<file path="config.mk">
export PLATFORM = sky130hd
export DESIGN_NAME = metered_dispense_controller
export DESIGN_NICKNAME = d
export VERILOG_FILES = /design/src/design/mdc_pkg.sv /design/src/design/mdc_alu.sv /design/src/design/metered_dispense_controller.sv
export VERILOG_INCLUDE_DIRS = /design/src /design/src/design
export SDC_FILE = /design/constraint.sdc
export NUM_CORES = 1
export LEC_CHECK = 0
export BUFFER_PORTS_ARGS = -buffer_cell sky130_fd_sc_hd__buf_2
export CAP_MARGIN = 20
export CORE_MARGIN = 10
export CORE_UTILIZATION = 55
export CTS_CLUSTER_DIAMETER = 60
export DETAILED_ROUTE_END_ITERATION = 8
export MAX_ROUTING_LAYER = met4
export PLACE_DENSITY = 0.72
export SYNTH_ARGS = -nofsm -noshare
export SYNTH_HDL_FRONTEND = slang
export SYNTH_SLANG_ARGS = --single-unit
</file>
<file path="constraint.sdc">
create_clock -name clk -period 15 [get_ports clk]
set_input_delay 3.75 -clock clk [delete_from_list [all_inputs] [get_ports clk]]
set_output_delay 3.75 -clock clk [all_outputs]
set_load 0.05 [all_outputs]
</file>
<file path="src/design/metered_dispense_controller_macros.svh">
`ifndef METERED_DISPENSE_CONTROLLER_MACROS_SVH
`define METERED_DISPENSE_CONTROLLER_MACROS_SVH

// Same-cycle implication, sampled on clk, off during reset.
`define MDC_ASSERT_IMP(label, ante, cons, msg) \
    label: assert property (@(posedge clk) disable iff (!rst_n) (ante) |-> (cons)) \
        else $error(msg);

// Next-cycle implication, sampled on clk, off during reset.
`define MDC_ASSERT_NXT(label, ante, cons, msg) \
    label: assert property (@(posedge clk) disable iff (!rst_n) (ante) |=> (cons)) \
        else $error(msg);

`endif

</file>
<file path="src/design/mdc_pkg.sv">
package mdc_pkg;

    localparam int VOL_W     = 32;
    localparam int CAL_W     = 20;
    localparam int GOAL_UL_W = 26;
    localparam int NUM_W     = 39;
    localparam int ACC_W     = 40;
    localparam int PCT_W     = 7;
    localparam int CNT_W     = 5;
    localparam int DIV_SHIFT = 6;

    localparam logic [CNT_W-1:0] MUL_STEPS = 5'd20;
    localparam logic [CNT_W-1:0] DIV_STEPS = 5'd7;

    typedef enum logic [2:0] {
        FN_TICK   = 3'd0,
        FN_PULSE  = 3'd1,
        FN_START  = 3'd2,
        FN_PAUSE  = 3'd3,
        FN_RESUME = 3'd4,
        FN_STOP   = 3'd5
    } func_t;

    typedef enum logic [2:0] {
        PH_IDLE     = 3'd0,
        PH_DISP     = 3'd1,
        PH_PAUSED   = 3'd2,
        PH_STOPPING = 3'd3,
        PH_DONE     = 3'd4,
        PH_TIMEOUT  = 3'd5,
        PH_NOFLOW   = 3'd6
    } phase_t;

    typedef enum logic [2:0] {
        CFG_UL_PER_PULSE = 3'd0,
        CFG_MARGIN       = 3'd1,
        CFG_FLOW_TMO     = 3'd2,
        CFG_NOFLOW_WIN   = 3'd3,
        CFG_MIN_PULSES   = 3'd4
    } cfg_idx_t;

    typedef enum logic {
        OP_MUL = 1'b0,
        OP_DIV = 1'b1
    } alu_op_t;

    typedef struct packed {
        logic    start;
        alu_op_t op;
    } alu_ctrl_t;

    typedef struct packed {
        logic busy;
        logic done;
    } alu_stat_t;

endpackage

</file>
<file path="src/design/mdc_alu.sv">
module mdc_alu (
    input  logic                           clk,
    input  logic                           rst_n,
    input  mdc_pkg::alu_ctrl_t             ctrl,
    input  logic [mdc_pkg::VOL_W-1:0]      mul_a,
    input  logic                           mul_sat,
    input  logic [mdc_pkg::CAL_W-1:0]      mul_b,
    input  logic [mdc_pkg::NUM_W-1:0]      div_n,
    input  logic [mdc_pkg::GOAL_UL_W-1:0]  div_d,
    output mdc_pkg::alu_stat_t             stat,
    output logic [mdc_pkg::VOL_W-1:0]      product,
    output logic [mdc_pkg::PCT_W-1:0]      quotient
);

    localparam logic [mdc_pkg::ACC_W-1:0] VOL_MAX =
        mdc_pkg::ACC_W'({mdc_pkg::VOL_W{1'b1}});

    logic                           busy_reg;
    logic                           done_reg;
    mdc_pkg::alu_op_t               op_reg;
    logic [mdc_pkg::CNT_W-1:0]      cnt_reg;
    logic [mdc_pkg::ACC_W-1:0]      acc_reg;
    logic [mdc_pkg::ACC_W-1:0]      opnd_reg;
    logic [mdc_pkg::CAL_W-1:0]      mulb_reg;
    logic                           sat_reg;
    logic [mdc_pkg::PCT_W-1:0]      q_reg;

    logic [mdc_pkg::ACC_W-1:0]      add_a;
    logic [mdc_pkg::ACC_W-1:0]      add_b;
    logic                           add_cin;
    logic [mdc_pkg::ACC_W:0]        sum;

    // shared adder: shift-add for multiply, compare-subtract for divide
    always_comb
    begin
        unique case (op_reg)
            mdc_pkg::OP_MUL:
            begin
                add_a   = {acc_reg[mdc_pkg::ACC_W-2:0], 1'b0};
                add_b   = mulb_reg[mdc_pkg::CAL_W-1] ? opnd_reg : '0;
                add_cin = 1'b0;
            end
            mdc_pkg::OP_DIV:
            begin
                add_a   = acc_reg;
                add_b   = ~opnd_reg;
                add_cin = 1'b1;
            end
        endcase
        sum = {1'b0, add_a} + {1'b0, add_b} + (mdc_pkg::ACC_W+1)'(add_cin);
    end

    always_ff @(posedge clk or negedge rst_n)
    begin
        if (!rst_n)
        begin
            busy_reg <= 1'b0;
            done_reg <= 1'b0;
            op_reg   <= mdc_pkg::OP_MUL;
            cnt_reg  <= '0;
        end
        else
        begin
            done_reg <= busy_reg && (cnt_reg == mdc_pkg::CNT_W'(1));
            if (ctrl.start)
            begin
                busy_reg <= 1'b1;
                op_reg   <= ctrl.op;
                cnt_reg  <= (ctrl.op == mdc_pkg::OP_MUL) ? mdc_pkg::MUL_STEPS
                                                         : mdc_pkg::DIV_STEPS;
            end
            else if (busy_reg)
            begin
                cnt_reg <= cnt_reg - mdc_pkg::CNT_W'(1);
                if (cnt_reg == mdc_pkg::CNT_W'(1))
                begin
                    busy_reg <= 1'b0;
                end
            end
        end
    end

    always_ff @(posedge clk)
    begin
        if (ctrl.start)
        begin
            mulb_reg <= mul_b;
            sat_reg  <= mul_sat;
            q_reg    <= '0;
            if (ctrl.op == mdc_pkg::OP_MUL)
            begin
                acc_reg  <= '0;
                opnd_reg <= mdc_pkg::ACC_W'(mul_a);
            end
            else
            begin
                acc_reg  <= mdc_pkg::ACC_W'(div_n);
                opnd_reg <= mdc_pkg::ACC_W'(div_d) << mdc_pkg::DIV_SHIFT;
            end
        end
        else if (busy_reg)
        begin
            unique case (op_reg)
                mdc_pkg::OP_MUL:
                begin
                    mulb_reg <= {mulb_reg[mdc_pkg::CAL_W-2:0], 1'b0};
                    if (sum[mdc_pkg::ACC_W:mdc_pkg::VOL_W] != '0)
                    begin
                        sat_reg <= 1'b1;
                        acc_reg <= VOL_MAX;
                    end
                    else
                    begin
                        acc_reg <= sum[mdc_pkg::ACC_W-1:0];
                    end
                end
                mdc_pkg::OP_DIV:
                begin
                    q_reg    <= {q_reg[mdc_pkg::PCT_W-2:0], sum[mdc_pkg::ACC_W]};
                    opnd_reg <= opnd_reg >> 1;
                    if (sum[mdc_pkg::ACC_W])
                    begin
                        acc_reg <= sum[mdc_pkg::ACC_W-1:0];
                    end
                end
            endcase
        end
    end

    assign stat.busy = busy_reg;
    assign stat.done = done_reg;
    assign product   = sat_reg ? {mdc_pkg::VOL_W{1'b1}} : acc_reg[mdc_pkg::VOL_W-1:0];
    assign quotient  = q_reg;

endmodule

</file>
<file path="src/design/metered_dispense_controller.sv">
// Metered dispense controller. Each event (tick, flow pulse, start, pause,
// resume, stop) is taken over in_valid/in_ready and yields one status transfer
// on out_valid/out_ready. Each event's result is computed by one shared
// 40-bit adder that runs a 20-step shift-add multiply (pulses times
// microlitres per pulse) and then a 7-step restoring divide (percent done).
// in_ready returns together with out_valid for the new result. in_ready is high
// only while the sequencer is idle; a finished result sits in the output
// register until taken, and the next event is accepted meanwhile. If that
// register is still full when the next result is ready, the sequencer holds
// and in_ready stays low.
// Configuration writes are taken every cycle.
`include "metered_dispense_controller_macros.svh"

module metered_dispense_controller #(
    parameter int PULSE_COUNT_BITS = 32
) (
    input  logic        clk,
    input  logic        rst_n,
    input  logic        cfg_we,
    input  logic [2:0]  cfg_idx,
    input  logic [19:0] cfg_wdata,
    input  logic        in_valid,
    output logic        in_ready,
    input  logic [2:0]  func,
    input  logic [15:0] target_ml,
    output logic        out_valid,
    input  logic        out_ready,
    output logic [2:0]  run_state,
    output logic        valve_open,
    output logic [31:0] dispensed_ul,
    output logic [31:0] remaining_ul,
    output logic [6:0]  progress_pct
);

    localparam int XW = (PULSE_COUNT_BITS > mdc_pkg::VOL_W) ? PULSE_COUNT_BITS
                                                            : mdc_pkg::VOL_W;

    typedef enum logic [7:0] {
        ST_IDLE  = 8'b0000_0001,
        ST_APPLY = 8'b0000_0010,
        ST_MULGO = 8'b0000_0100,
        ST_MULWT = 8'b0000_1000,
        ST_CHECK = 8'b0001_0000,
        ST_DIVGO = 8'b0010_0000,
        ST_DIVWT = 8'b0100_0000,
        ST_DONE  = 8'b1000_0000
    } state_t;

    state_t                             state_reg, state_next;

    logic [19:0]                        cal_reg, cal_next;
    logic [19:0]                        margin_reg, margin_next;
    logic [15:0]                        tmo_reg, tmo_next;
    logic [15:0]                        window_reg, window_next;
    logic [7:0]                         min_pulses_reg, min_pulses_next;

    mdc_pkg::phase_t                    phase_reg, phase_next;
    logic                               valve_reg, valve_next;
    logic [PULSE_COUNT_BITS-1:0]        pulse_total_reg, pulse_total_next;
    logic [15:0]                        goal_reg, goal_next;
    logic [31:0]                        since_reg, since_next;
    logic [31:0]                        active_reg, active_next;
    logic                               tick_chk_reg, tick_chk_next;

    logic [2:0]                         func_reg, func_next;
    logic [15:0]                        tgt_reg, tgt_next;
    logic [mdc_pkg::VOL_W-1:0]          vol_reg, vol_next;
    logic [mdc_pkg::GOAL_UL_W-1:0]      goal_ul_reg, goal_ul_next;
    logic [mdc_pkg::GOAL_UL_W-1:0]      limit_reg, limit_next;
    logic [mdc_pkg::NUM_W-1:0]          num_reg, num_next;
    logic [mdc_pkg::VOL_W-1:0]          rem_reg, rem_next;
    logic                               zero_goal_reg, zero_goal_next;
    logic                               full_reg, full_next;

    logic                               out_valid_reg, out_valid_next;
    logic [2:0]                         run_state_reg, run_state_next;
    logic                               valve_open_reg, valve_open_next;
    logic [31:0]                        disp_out_reg, disp_out_next;
    logic [31:0]                        rem_out_reg, rem_out_next;
    logic [6:0]                         pct_out_reg, pct_out_next;

    logic [XW-1:0]                      pulse_ext;
    logic                               pulse_hi;
    mdc_pkg::alu_ctrl_t                 alu_ctrl;
    mdc_pkg::alu_stat_t                 alu_stat;
    logic [mdc_pkg::VOL_W-1:0]          alu_product;
    logic [mdc_pkg::PCT_W-1:0]          alu_quotient;
    logic [mdc_pkg::GOAL_UL_W-1:0]      margin_ext;

    assign pulse_ext  = XW'(pulse_total_reg);
    assign pulse_hi   = ((pulse_ext >> mdc_pkg::VOL_W) != '0) && (cal_reg != '0);
    assign margin_ext = mdc_pkg::GOAL_UL_W'(margin_reg);

    mdc_alu u_alu (
        .clk      (clk),
        .rst_n    (rst_n),
        .ctrl     (alu_ctrl),
        .mul_a    (pulse_ext[mdc_pkg::VOL_W-1:0]),
        .mul_sat  (pulse_hi),
        .mul_b    (cal_reg),
        .div_n    (num_reg),
        .div_d    (goal_ul_reg),
        .stat     (alu_stat),
        .product  (alu_product),
        .quotient (alu_quotient)
    );

    always_comb
    begin
        state_next       = state_reg;
        cal_next         = cal_reg;
        margin_next      = margin_reg;
        tmo_next         = tmo_reg;
        window_next      = window_reg;
        min_pulses_next  = min_pulses_reg;
        phase_next       = phase_reg;
        valve_next       = valve_reg;
        pulse_total_next = pulse_total_reg;
        goal_next        = goal_reg;
        since_next       = since_reg;
        active_next      = active_reg;
        tick_chk_next    = tick_chk_reg;
        func_next        = func_reg;
        tgt_next         = tgt_reg;
        vol_next         = vol_reg;
        goal_ul_next     = goal_ul_reg;
        num_next         = num_reg;
        rem_next         = rem_reg;
        zero_goal_next   = zero_goal_reg;
        full_next        = full_reg;
        out_valid_next   = out_valid_reg && !out_ready;
        run_state_next   = run_state_reg;
        valve_open_next  = valve_open_reg;
        disp_out_next    = disp_out_reg;
        rem_out_next     = rem_out_reg;
        pct_out_next     = pct_out_reg;
        alu_ctrl.start   = 1'b0;
        alu_ctrl.op      = mdc_pkg::OP_MUL;

        limit_next = (goal_ul_reg > margin_ext) ? goal_ul_reg - margin_ext : '0;

        if (cfg_we)
        begin
            unique case (cfg_idx)
                mdc_pkg::CFG_UL_PER_PULSE: cal_next        = cfg_wdata;
                mdc_pkg::CFG_MARGIN:       margin_next     = cfg_wdata;
                mdc_pkg::CFG_FLOW_TMO:     tmo_next        = cfg_wdata[15:0];
                mdc_pkg::CFG_NOFLOW_WIN:   window_next     = cfg_wdata[15:0];
                mdc_pkg::CFG_MIN_PULSES:   min_pulses_next = cfg_wdata[7:0];
                default:                   ;
            endcase
        end

        unique case (state_reg)
            ST_IDLE:
            begin
                if (in_valid)
                begin
                    func_next  = func;
                    tgt_next   = target_ml;
                    state_next = ST_APPLY;
                end
            end
            ST_APPLY:
            begin
                tick_chk_next = 1'b0;
                unique case (func_reg)
                    mdc_pkg::FN_TICK:
                    begin
                        if (phase_reg == mdc_pkg::PH_DISP)
                        begin
                            tick_chk_next = 1'b1;
                            if (active_reg != '1)
                            begin
                                active_next = active_reg + 32'd1;
                            end
                            if (since_reg != '1)
                            begin
                                since_next = since_reg + 32'd1;
                            end
                        end
                    end
                    mdc_pkg::FN_PULSE:
                    begin
                        if (pulse_total_reg != '1)
                        begin
                            pulse_total_next = pulse_total_reg + PULSE_COUNT_BITS'(1);
                        end
                        since_next = '0;
                    end
                    mdc_pkg::FN_START:
                    begin
                        goal_next        = tgt_reg;
                        pulse_total_next = '0;
                        active_next      = '0;
                        since_next       = '0;
                        phase_next       = mdc_pkg::PH_DISP;
                        valve_next       = 1'b1;
                    end
                    mdc_pkg::FN_PAUSE:
                    begin
                        if (phase_reg == mdc_pkg::PH_DISP)
                        begin
                            valve_next = 1'b0;
                            phase_next = mdc_pkg::PH_PAUSED;
                        end
                    end
                    mdc_pkg::FN_RESUME:
                    begin
                        if (phase_reg == mdc_pkg::PH_PAUSED)
                        begin
                            phase_next = mdc_pkg::PH_DISP;
                            valve_next = 1'b1;
                            since_next = '0;
                        end
                    end
                    mdc_pkg::FN_STOP:
                    begin
                        valve_next = 1'b0;
                        if (phase_reg == mdc_pkg::PH_DISP || phase_reg == mdc_pkg::PH_PAUSED)
                        begin
                            phase_next = mdc_pkg::PH_STOPPING;
                        end
                    end
                    default:
                    begin
                    end
                endcase
                state_next = ST_MULGO;
            end
            ST_MULGO:
            begin
                alu_ctrl.start = 1'b1;
                alu_ctrl.op    = mdc_pkg::OP_MUL;
                goal_ul_next   = mdc_pkg::GOAL_UL_W'(goal_reg) * mdc_pkg::GOAL_UL_W'(1000);
                state_next     = ST_MULWT;
            end
            ST_MULWT:
            begin
                if (alu_stat.done)
                begin
                    vol_next   = alu_product;
                    state_next = ST_CHECK;
                end
            end
            ST_CHECK:
            begin
                if (tick_chk_reg)
                begin
                    priority if (vol_reg >= mdc_pkg::VOL_W'(limit_reg))
                    begin
                        valve_next = 1'b0;
                        phase_next = mdc_pkg::PH_DONE;
                    end
                    else if (since_reg > 32'(tmo_reg))
                    begin
                        valve_next = 1'b0;
                        phase_next = mdc_pkg::PH_TIMEOUT;
                    end
                    else if (active_reg > 32'(window_reg) &&
                             pulse_total_reg < PULSE_COUNT_BITS'(min_pulses_reg))
                    begin
                        valve_next = 1'b0;
                        phase_next = mdc_pkg::PH_NOFLOW;
                    end
                end
                num_next       = mdc_pkg::NUM_W'(vol_reg) * mdc_pkg::NUM_W'(100);
                rem_next       = (mdc_pkg::VOL_W'(goal_ul_reg) > vol_reg)
                               ? mdc_pkg::VOL_W'(goal_ul_reg) - vol_reg : '0;
                zero_goal_next = (goal_ul_reg == '0);
                full_next      = (vol_reg >= mdc_pkg::VOL_W'(goal_ul_reg));
                state_next     = ST_DIVGO;
            end
            ST_DIVGO:
            begin
                alu_ctrl.start = 1'b1;
                alu_ctrl.op    = mdc_pkg::OP_DIV;
                state_next     = ST_DIVWT;
            end
            ST_DIVWT:
            begin
                if (alu_stat.done)
                begin
                    state_next = ST_DONE;
                end
            end
            ST_DONE:
            begin
                if (!out_valid_reg || out_ready)
                begin
                    out_valid_next  = 1'b1;
                    run_state_next  = phase_reg;
                    valve_open_next = valve_reg;
                    disp_out_next   = vol_reg;
                    rem_out_next    = rem_reg;
                    priority if (zero_goal_reg)
                    begin
                        pct_out_next = '0;
                    end
                    else if (full_reg)
                    begin
                        pct_out_next = 7'd100;
                    end
                    else
                    begin
                        pct_out_next = alu_quotient;
                    end
                    state_next = ST_IDLE;
                end
            end
            default:
            begin
                state_next = ST_IDLE;
            end
        endcase
    end

    always_ff @(posedge clk or negedge rst_n)
    begin
        if (!rst_n)
        begin
            state_reg       <= ST_IDLE;
            cal_reg         <= 20'd2222;
            margin_reg      <= '0;
            tmo_reg         <= 16'd3000;
            window_reg      <= 16'd2000;
            min_pulses_reg  <= 8'd5;
            phase_reg       <= mdc_pkg::PH_IDLE;
            valve_reg       <= 1'b0;
            pulse_total_reg <= '0;
            goal_reg        <= '0;
            since_reg       <= '0;
            active_reg      <= '0;
            tick_chk_reg    <= 1'b0;
            out_valid_reg   <= 1'b0;
        end
        else
        begin
            state_reg       <= state_next;
            cal_reg         <= cal_next;
            margin_reg      <= margin_next;
            tmo_reg         <= tmo_next;
            window_reg      <= window_next;
            min_pulses_reg  <= min_pulses_next;
            phase_reg       <= phase_next;
            valve_reg       <= valve_next;
            pulse_total_reg <= pulse_total_next;
            goal_reg        <= goal_next;
            since_reg       <= since_next;
            active_reg      <= active_next;
            tick_chk_reg    <= tick_chk_next;
            out_valid_reg   <= out_valid_next;
        end
    end

    always_ff @(posedge clk)
    begin
        func_reg       <= func_next;
        tgt_reg        <= tgt_next;
        vol_reg        <= vol_next;
        goal_ul_reg    <= goal_ul_next;
        limit_reg      <= limit_next;
        num_reg        <= num_next;
        rem_reg        <= rem_next;
        zero_goal_reg  <= zero_goal_next;
        full_reg       <= full_next;
        run_state_reg  <= run_state_next;
        valve_open_reg <= valve_open_next;
        disp_out_reg   <= disp_out_next;
        rem_out_reg    <= rem_out_next;
        pct_out_reg    <= pct_out_next;
    end

    assign in_ready     = (state_reg == ST_IDLE);
    assign out_valid    = out_valid_reg;
    assign run_state    = run_state_reg;
    assign valve_open   = valve_open_reg;
    assign dispensed_ul = disp_out_reg;
    assign remaining_ul = rem_out_reg;
    assign progress_pct = pct_out_reg;

    `MDC_ASSERT_IMP(a_valve_only_dispensing, out_valid && valve_open,
                    run_state == mdc_pkg::PH_DISP, "valve open outside dispensing")
    `MDC_ASSERT_IMP(a_pct_capped, out_valid, progress_pct <= 7'd100,
                    "percent done above 100")
    `MDC_ASSERT_IMP(a_rem_vs_pct, out_valid && remaining_ul != 32'd0,
                    progress_pct < 7'd100, "volume remains but percent is full")
    `MDC_ASSERT_IMP(a_alu_owned, alu_stat.busy,
                    state_reg == ST_MULWT || state_reg == ST_DIVWT,
                    "shared unit busy outside a wait state")
    `MDC_ASSERT_NXT(a_accept_applies, in_valid && in_ready, state_reg == ST_APPLY,
                    "accepted transfer not applied")

endmodule
</file>
Word-level counts from Yosys, hierarchy flattened --
Index checks and enable logic that the tools add are counted.
Word-level totals: word-level logic and storage cells 196, register bits after elaboration 568, input port bits 47
Operators by class: mux-type cells 60, $add $sub $neg 8, bitwise gates (word level) 2, equal/unequal tests 40, multiply operators 2, $lt $le $gt $ge 7, reduce and logical (&&, ||, !) cells 39
Operators with widths (number):
- 40-bit two-way mux | 8
- 40-bit one-hot mux with 2 select lines | 3
- 32-bit two-way mux | 7
- 32-bit one-hot mux with 2 select lines | 2
- 32-bit by 1-bit adder with 32-bit output, second input constant | 3
- 32-bit inequality test, second input constant | 3
- 32-bit one-hot mux with 3 select lines | 1
- 32-bit by 26-bit >= comparator with 1-bit output | 2
- 32-bit by 16-bit > comparator with 1-bit output | 2
- 8-bit one-hot mux with 8 select lines | 1
- 20-bit two-way mux | 3
- 40-bit by 40-bit adder with 41-bit output | 1
- 41-bit by 1-bit adder with 41-bit output | 1
- 40-bit inverter | 1
- 39-bit two-way mux | 1
- 32-bit by 5-bit multiplier with 37-bit output, second input constant | 1
- 26-bit by 32-bit > comparator with 1-bit output | 1
- 32-bit by 8-bit < comparator with 1-bit output | 1
- 8-bit two-way mux | 4
- 26-bit by 32-bit subtractor with 32-bit output | 1
- 26-bit by 20-bit > comparator with 1-bit output | 1
- 26-bit logical NOT | 1
- 2-bit AND reduction | 13
- 26-bit by 20-bit subtractor with 26-bit output | 1
- 42 further kinds | 95

Longest topological paths before layout --
depth in word-level cells 9, mapped depth 20, depth with buffers taken out 17

By module --
From an unflattened synthesis, not the netlist that was laid out.
Second synthesis, totals: cells, all modules 3450, area, all modules 35454.0 um^2
Modules (own cells, without submodules):
- metered_dispense_controller | instances 1, cells each 2563, area an instance 27172.3 um^2, seq. area each 12309.3 um^2
- mdc_alu | instances 1, cells each 887, area an instance 8281.7 um^2, seq. area each 3133.0 um^2

Least setup slack after synthesis --
OpenSTA, ideal clock, no wires.
path kind input to register, from input out_ready, to register disp_out_reg[0], in the netlist dispensed_ul[0] (enable), buffers on the path 0, stages 2, slack 7.251 ns, setup time 0.516 ns, arrival time 7.233 ns, cells stage by stage nand2b_1 -> nor2b_1
Between the ends: cells in the longest elaborated chain, start to end 2
Ends and longest elaborated chain:
- from (decl) | line metered_dispense_controller.sv:27 | input logic out_ready,
- 1-bit logical OR | line metered_dispense_controller.sv:289 | if (!out_valid_reg || out_ready)
- 2-bit AND reduction (no source line)
- to (signal assigned) | line metered_dispense_controller.sv:369 | disp_out_reg <= disp_out_next;
- to (decl) | line metered_dispense_controller.sv:78 | logic [31:0] disp_out_reg, disp_out_next;
No other way between the ends. A chain may end at the register's enable or synchronous reset.

Worst setup path after layout --
from register state_reg[3], to output in_ready
Between the ends: cells in the longest elaborated chain, start to end 1
Ends and longest elaborated chain:
- from (decl) | line metered_dispense_controller.sv:49 | state_t state_reg, state_next;
- from (signal assigned) | line metered_dispense_controller.sv:339 | state_reg <= state_next;
- 8-bit by 1-bit == test with 1-bit output | line metered_dispense_controller.sv:374 | assign in_ready = (state_reg == ST_IDLE);
- to (decl) | line metered_dispense_controller.sv:23 | output logic in_ready,
No other way between the ends.

==> impl_metrics.py <==
metrics = {
    "route": {
        "drt_first_pass_iters": 6,
        "drtAntennaViolNets": 0,
        "top_layer_used": "met4",
        "drcViolationCount": 0,
        "route.layer.met1.wl_um": 37200,
        "wire_per_inst_um": 19.0,
        "routed_wirelength_um": 83300,
        "detailedRoute.firstIterationViolations": 2147,
        "route.detailed.vias_per_inst": 5.69,
        "detailroute.via_count": 24900,
        "detailroute.wirelength.met2_um": 39100,
        "dr_wl_met3_um": 4720,
    },
    "clock_network": {
        "post-cts-setup-buffers": 0,
        "clkSlewWorstSetupHoldPaths_ps": 60,
        "ctsRootBufferMaster": "clkbuf_16",
        "worst_skew_pair.late_latency_ps": 610,
        "cts_hold_buffers": 0,
        "clock_tree_from_tritoncts": "done",
        "htree_num_levels": 3,
        "tritoncts.num_buffers": 68,
        "ctsResizeCount": 0,
        "clock_path_buffers": 3,
        "clock_sinks": 560,
    },
    "logic_synthesis": {
        "synth-warning-count": 0,
        "netlist.area_leader.share": 0.271,
        "syn-cell-area_um2": 34600,
        "synth_edf_count": 312,
        "ys_seq_area_frac": 0.446,
        "synthCells": 3367,
        "yosys_register_bits": 560,
        "async_flop_share": 0.382,
        "yosysTopAreaCell": "edfxtp_1",
        "postSynth.topFlopCell": "edfxtp_1",
        "post_synth_main_area_contributors": "edfxtp_1, dfrtp_1, ha_1",
        "post_synth_num_cell_types": 96,
        "postSynthAreaPerCell_um2": 10.3,
        "net_count_synth": 3804,
    },
    "pwr": {
        "sw_ratio": 0.390,
        "power_frac_seq": 0.305,
        "static-leakage-power_nw": 16.9,
        "combinationalPowerShare": 0.471,
        "power.net_switching_mw": 2.87,
        "power_frac_clock": 0.224,
        "vdd_drop_max_mv": 0.244,
        "power.internal_mw": 4.48,
        "p_per_area_nw_per_um2": 192,
    },
    "setup_path": {
        "crit_fanout": 5,
        "cp_slowest_cell": "dfrtp_1",
        "startpoint_class_of_the_critical_path": "register",
        "criticalPathCategory": "reg -> out",
        "crit_path_end_kind": "output port",
        "cp_data_arrival_time_ps": 2240,
        "regToRegStartpoint": "goal_reg[1]$_DFFE_PN0P_",
        "r2r_cells": 16,
        "worst_setup_ep": "in_ready",
        "cp-startpoint": "state_reg[3]$_DFFE_PN0P_",
        "critical-path-top-delay-family": "simple AND/OR/NAND/NOR gates",
        "setup_slack_reg_to_reg_ps": 9580,
        "worst-endpoint-required_ps": 11250,
        "path_buf_inv": 2,
        "worst-path-stages": 6,
        "rr_endpoint": "goal_ul_reg[24]$_DFFE_PP_",
        "critPathMaxStageDelay_ps": 420,
        "crit_path_cell_trace": "nor2_1 -> nand2_1 -> nor3_1 -> nand3b_1 -> inv_1 -> buf_2",
    },
    "cells_and_area": {
        "drive_gt1_frac": 0.123,
        "largest_register_ffs": 40,
        "n_antenna_cell": 0,
        "area_growth_pct": 10.7,
        "finalNetCount": 3922,
        "post-route-cell-area_um2": 38300,
    },
    "run": {
        "drv_cap": 0,
    },
    "floorplanning": {
        "ioPinCount": 124,
        "chipHeight_um": 271,
        "chipWidth_um": 271,
        "fp.coreArea_um2": 62100,
        "num_rows": 91,
        "initial_core_util": 0.558,
        "floorplan.die_area_um2": 73400,
    },
    "sta": {
        "hold_viol_final": 0,
        "worst_clock_skew_ps": 23.9,
        "layout_setup_ws_ps": 9010,
        "setup_violations": 0,
        "rsz0062_at_grt": "no",
        "timing.slew.headroom": 0.304,
        "max_freq_ghz": 0.167,
        "worst-slew-pin-transition_ps": 1040,
        "timing.final.max_slew_violations": 0,
        "period_needed_ps": 5990,
        "total_negative_slack_for_setup_checks_ps": 0,
        "final_min_period_over_clock_period": 0.399,
    },
    "hold_path": {
        "worst_hold_path_type": "reg -> reg",
        "hold_path_startpoint": "rem_reg[13]$_SDFFCE_PP0P_",
    },
    "placed_design": {
        "port_buffers": 123,
        "pre_cts_ws_ps": 8870,
        "placed_area_um2": 36100,
        "hpwl_um": 61000,
        "globalplace.congestion": 0.914,
    },
    "grt": {
        "grt_max_degree": 86,
        "grt-ovfl-total": 0,
        "number_of_antenna_violations_at_the_first_check_in_global_routing": 1,
        "globalRouteTotalUtil": 0.232,
        "wire_length_of_the_first_global_routing_pass_um": 133000,
        "first_global_vias": 24300,
    },
    "run_status": {
        "outcome": "finished, final reports clean",
    },
}
per-stage QoR:
| stage | hold WS (ps) | utilization | instances | power [mW] |
|---|---|---|---|---|
| 4_1_cts | 418 | 0.618 | 4375 | 7.39 |
| 5_1_grt | 426 | 0.618 | 4375 | 7.97 |
| 6_report | 416 | 0.618 | 4375 | 7.35 |
| 3_5_place_dp | 405 | 0.582 | 4252 | 5.71 |
| 2_1_floorplan | 400 | - | 3367 | 4.96 |
| 3_3_place_gp | 402 | 0.582 | 4252 | 5.65 |
worst min-delay path by stage:
| stage | end | slack [ps] | cells past startpoint |
|---|---|---|---|
| 2_1_floorplan | remaining_ul[0]$_DFFE_PP_ | 400 | 0 |
| 3_3_place_gp | remaining_ul[15]$_DFFE_PP_ | 400 | 0 |
| 3_5_place_dp | remaining_ul[13]$_DFFE_PP_ | 400 | 0 |
| 4_1_cts | remaining_ul[13]$_DFFE_PP_ | 420 | 0 |
| 5_1_grt | remaining_ul[13]$_DFFE_PP_ | 430 | 0 |
| 6_report | remaining_ul[13]$_DFFE_PP_ | 420 | 0 |
synthesized netlist by cell type, types with 28 or more instances:
| master | n |
|---|---|
| nor2_1 | 232 |
| nand3_1 | 83 |
| mux2_2 | 75 |
| or3_1 | 28 |
| a221o_1 | 33 |
| xor2_1 | 96 |
| dfrtp_1 | 192 |
| a21oi_1 | 148 |
| dfxtp_1 | 34 |
| nor3_1 | 61 |
| nand2_1 | 374 |
| clkbuf_1 | 69 |
| inv_1 | 343 |
| fa_1 | 83 |
| or2_2 | 40 |
| o21ai_0 | 172 |
| xnor2_1 | 111 |
| edfxtp_1 | 312 |
| nand4_1 | 43 |
| ha_1 | 307 |
| and3_1 | 29 |
| a21o_1 | 68 |
power by group through the flow:
stage | combinational, mW | clock, mW | sequential, mW
2_1_floorplan | 2.81 | 0 | 2.15
3_3_place_gp | 3.39 | 0 | 2.26
3_5_place_dp | 3.45 | 0 | 2.26
4_1_cts | 3.48 | 1.68 | 2.23
5_1_grt | 3.97 | 1.74 | 2.26
6_report | 3.46 | 1.65 | 2.24
layer usage:
metal,track usage,vias up
met4,0.0684,0
met3,0.0300,144
met5,-,-
met1,0.312,12000
li1,-,12100
met2,0.365,643
final cells by class:
type,count,area [µm²]
clock inverter,32,325
sequential,560,15400
fill,5154,23700
timing repair buffer,148,813
inverter,344,1290
clock buffer,91,1920
tap,837,1050
multi-input combinational,2363,17500
cell usage in the layout, fill, tap and decap left out, types with 60 or more instances in the layout:
cell type,netlist,routed
dfrtp_1,192,191
fa_1,83,83
a21o_1,68,68
o21ai_0,172,172
ha_1,307,307
inv_1,343,342
edfxtp_1,312,312
nor3_1,61,60
nand2_1,374,374
nand3_1,83,83
mux2_2,75,75
xor2_1,96,96
xnor2_1,111,111
a21oi_1,148,148
clkbuf_16,0,70
nor2_1,232,229
buf_2,10,122
cell families after synthesis:
logic type,Yosys count,synth area share
multiplexers,79,0.0255
AO/OA/AOI/OAI,637,0.122
XOR/XNOR,207,0.0524
AND/OR/NAND/NOR,1050,0.146
buffers and inverters,444,0.0500
adder cells (fa/ha/maj),390,0.159
flip-flops,560,0.446
(Power assumes the default switching activity.)
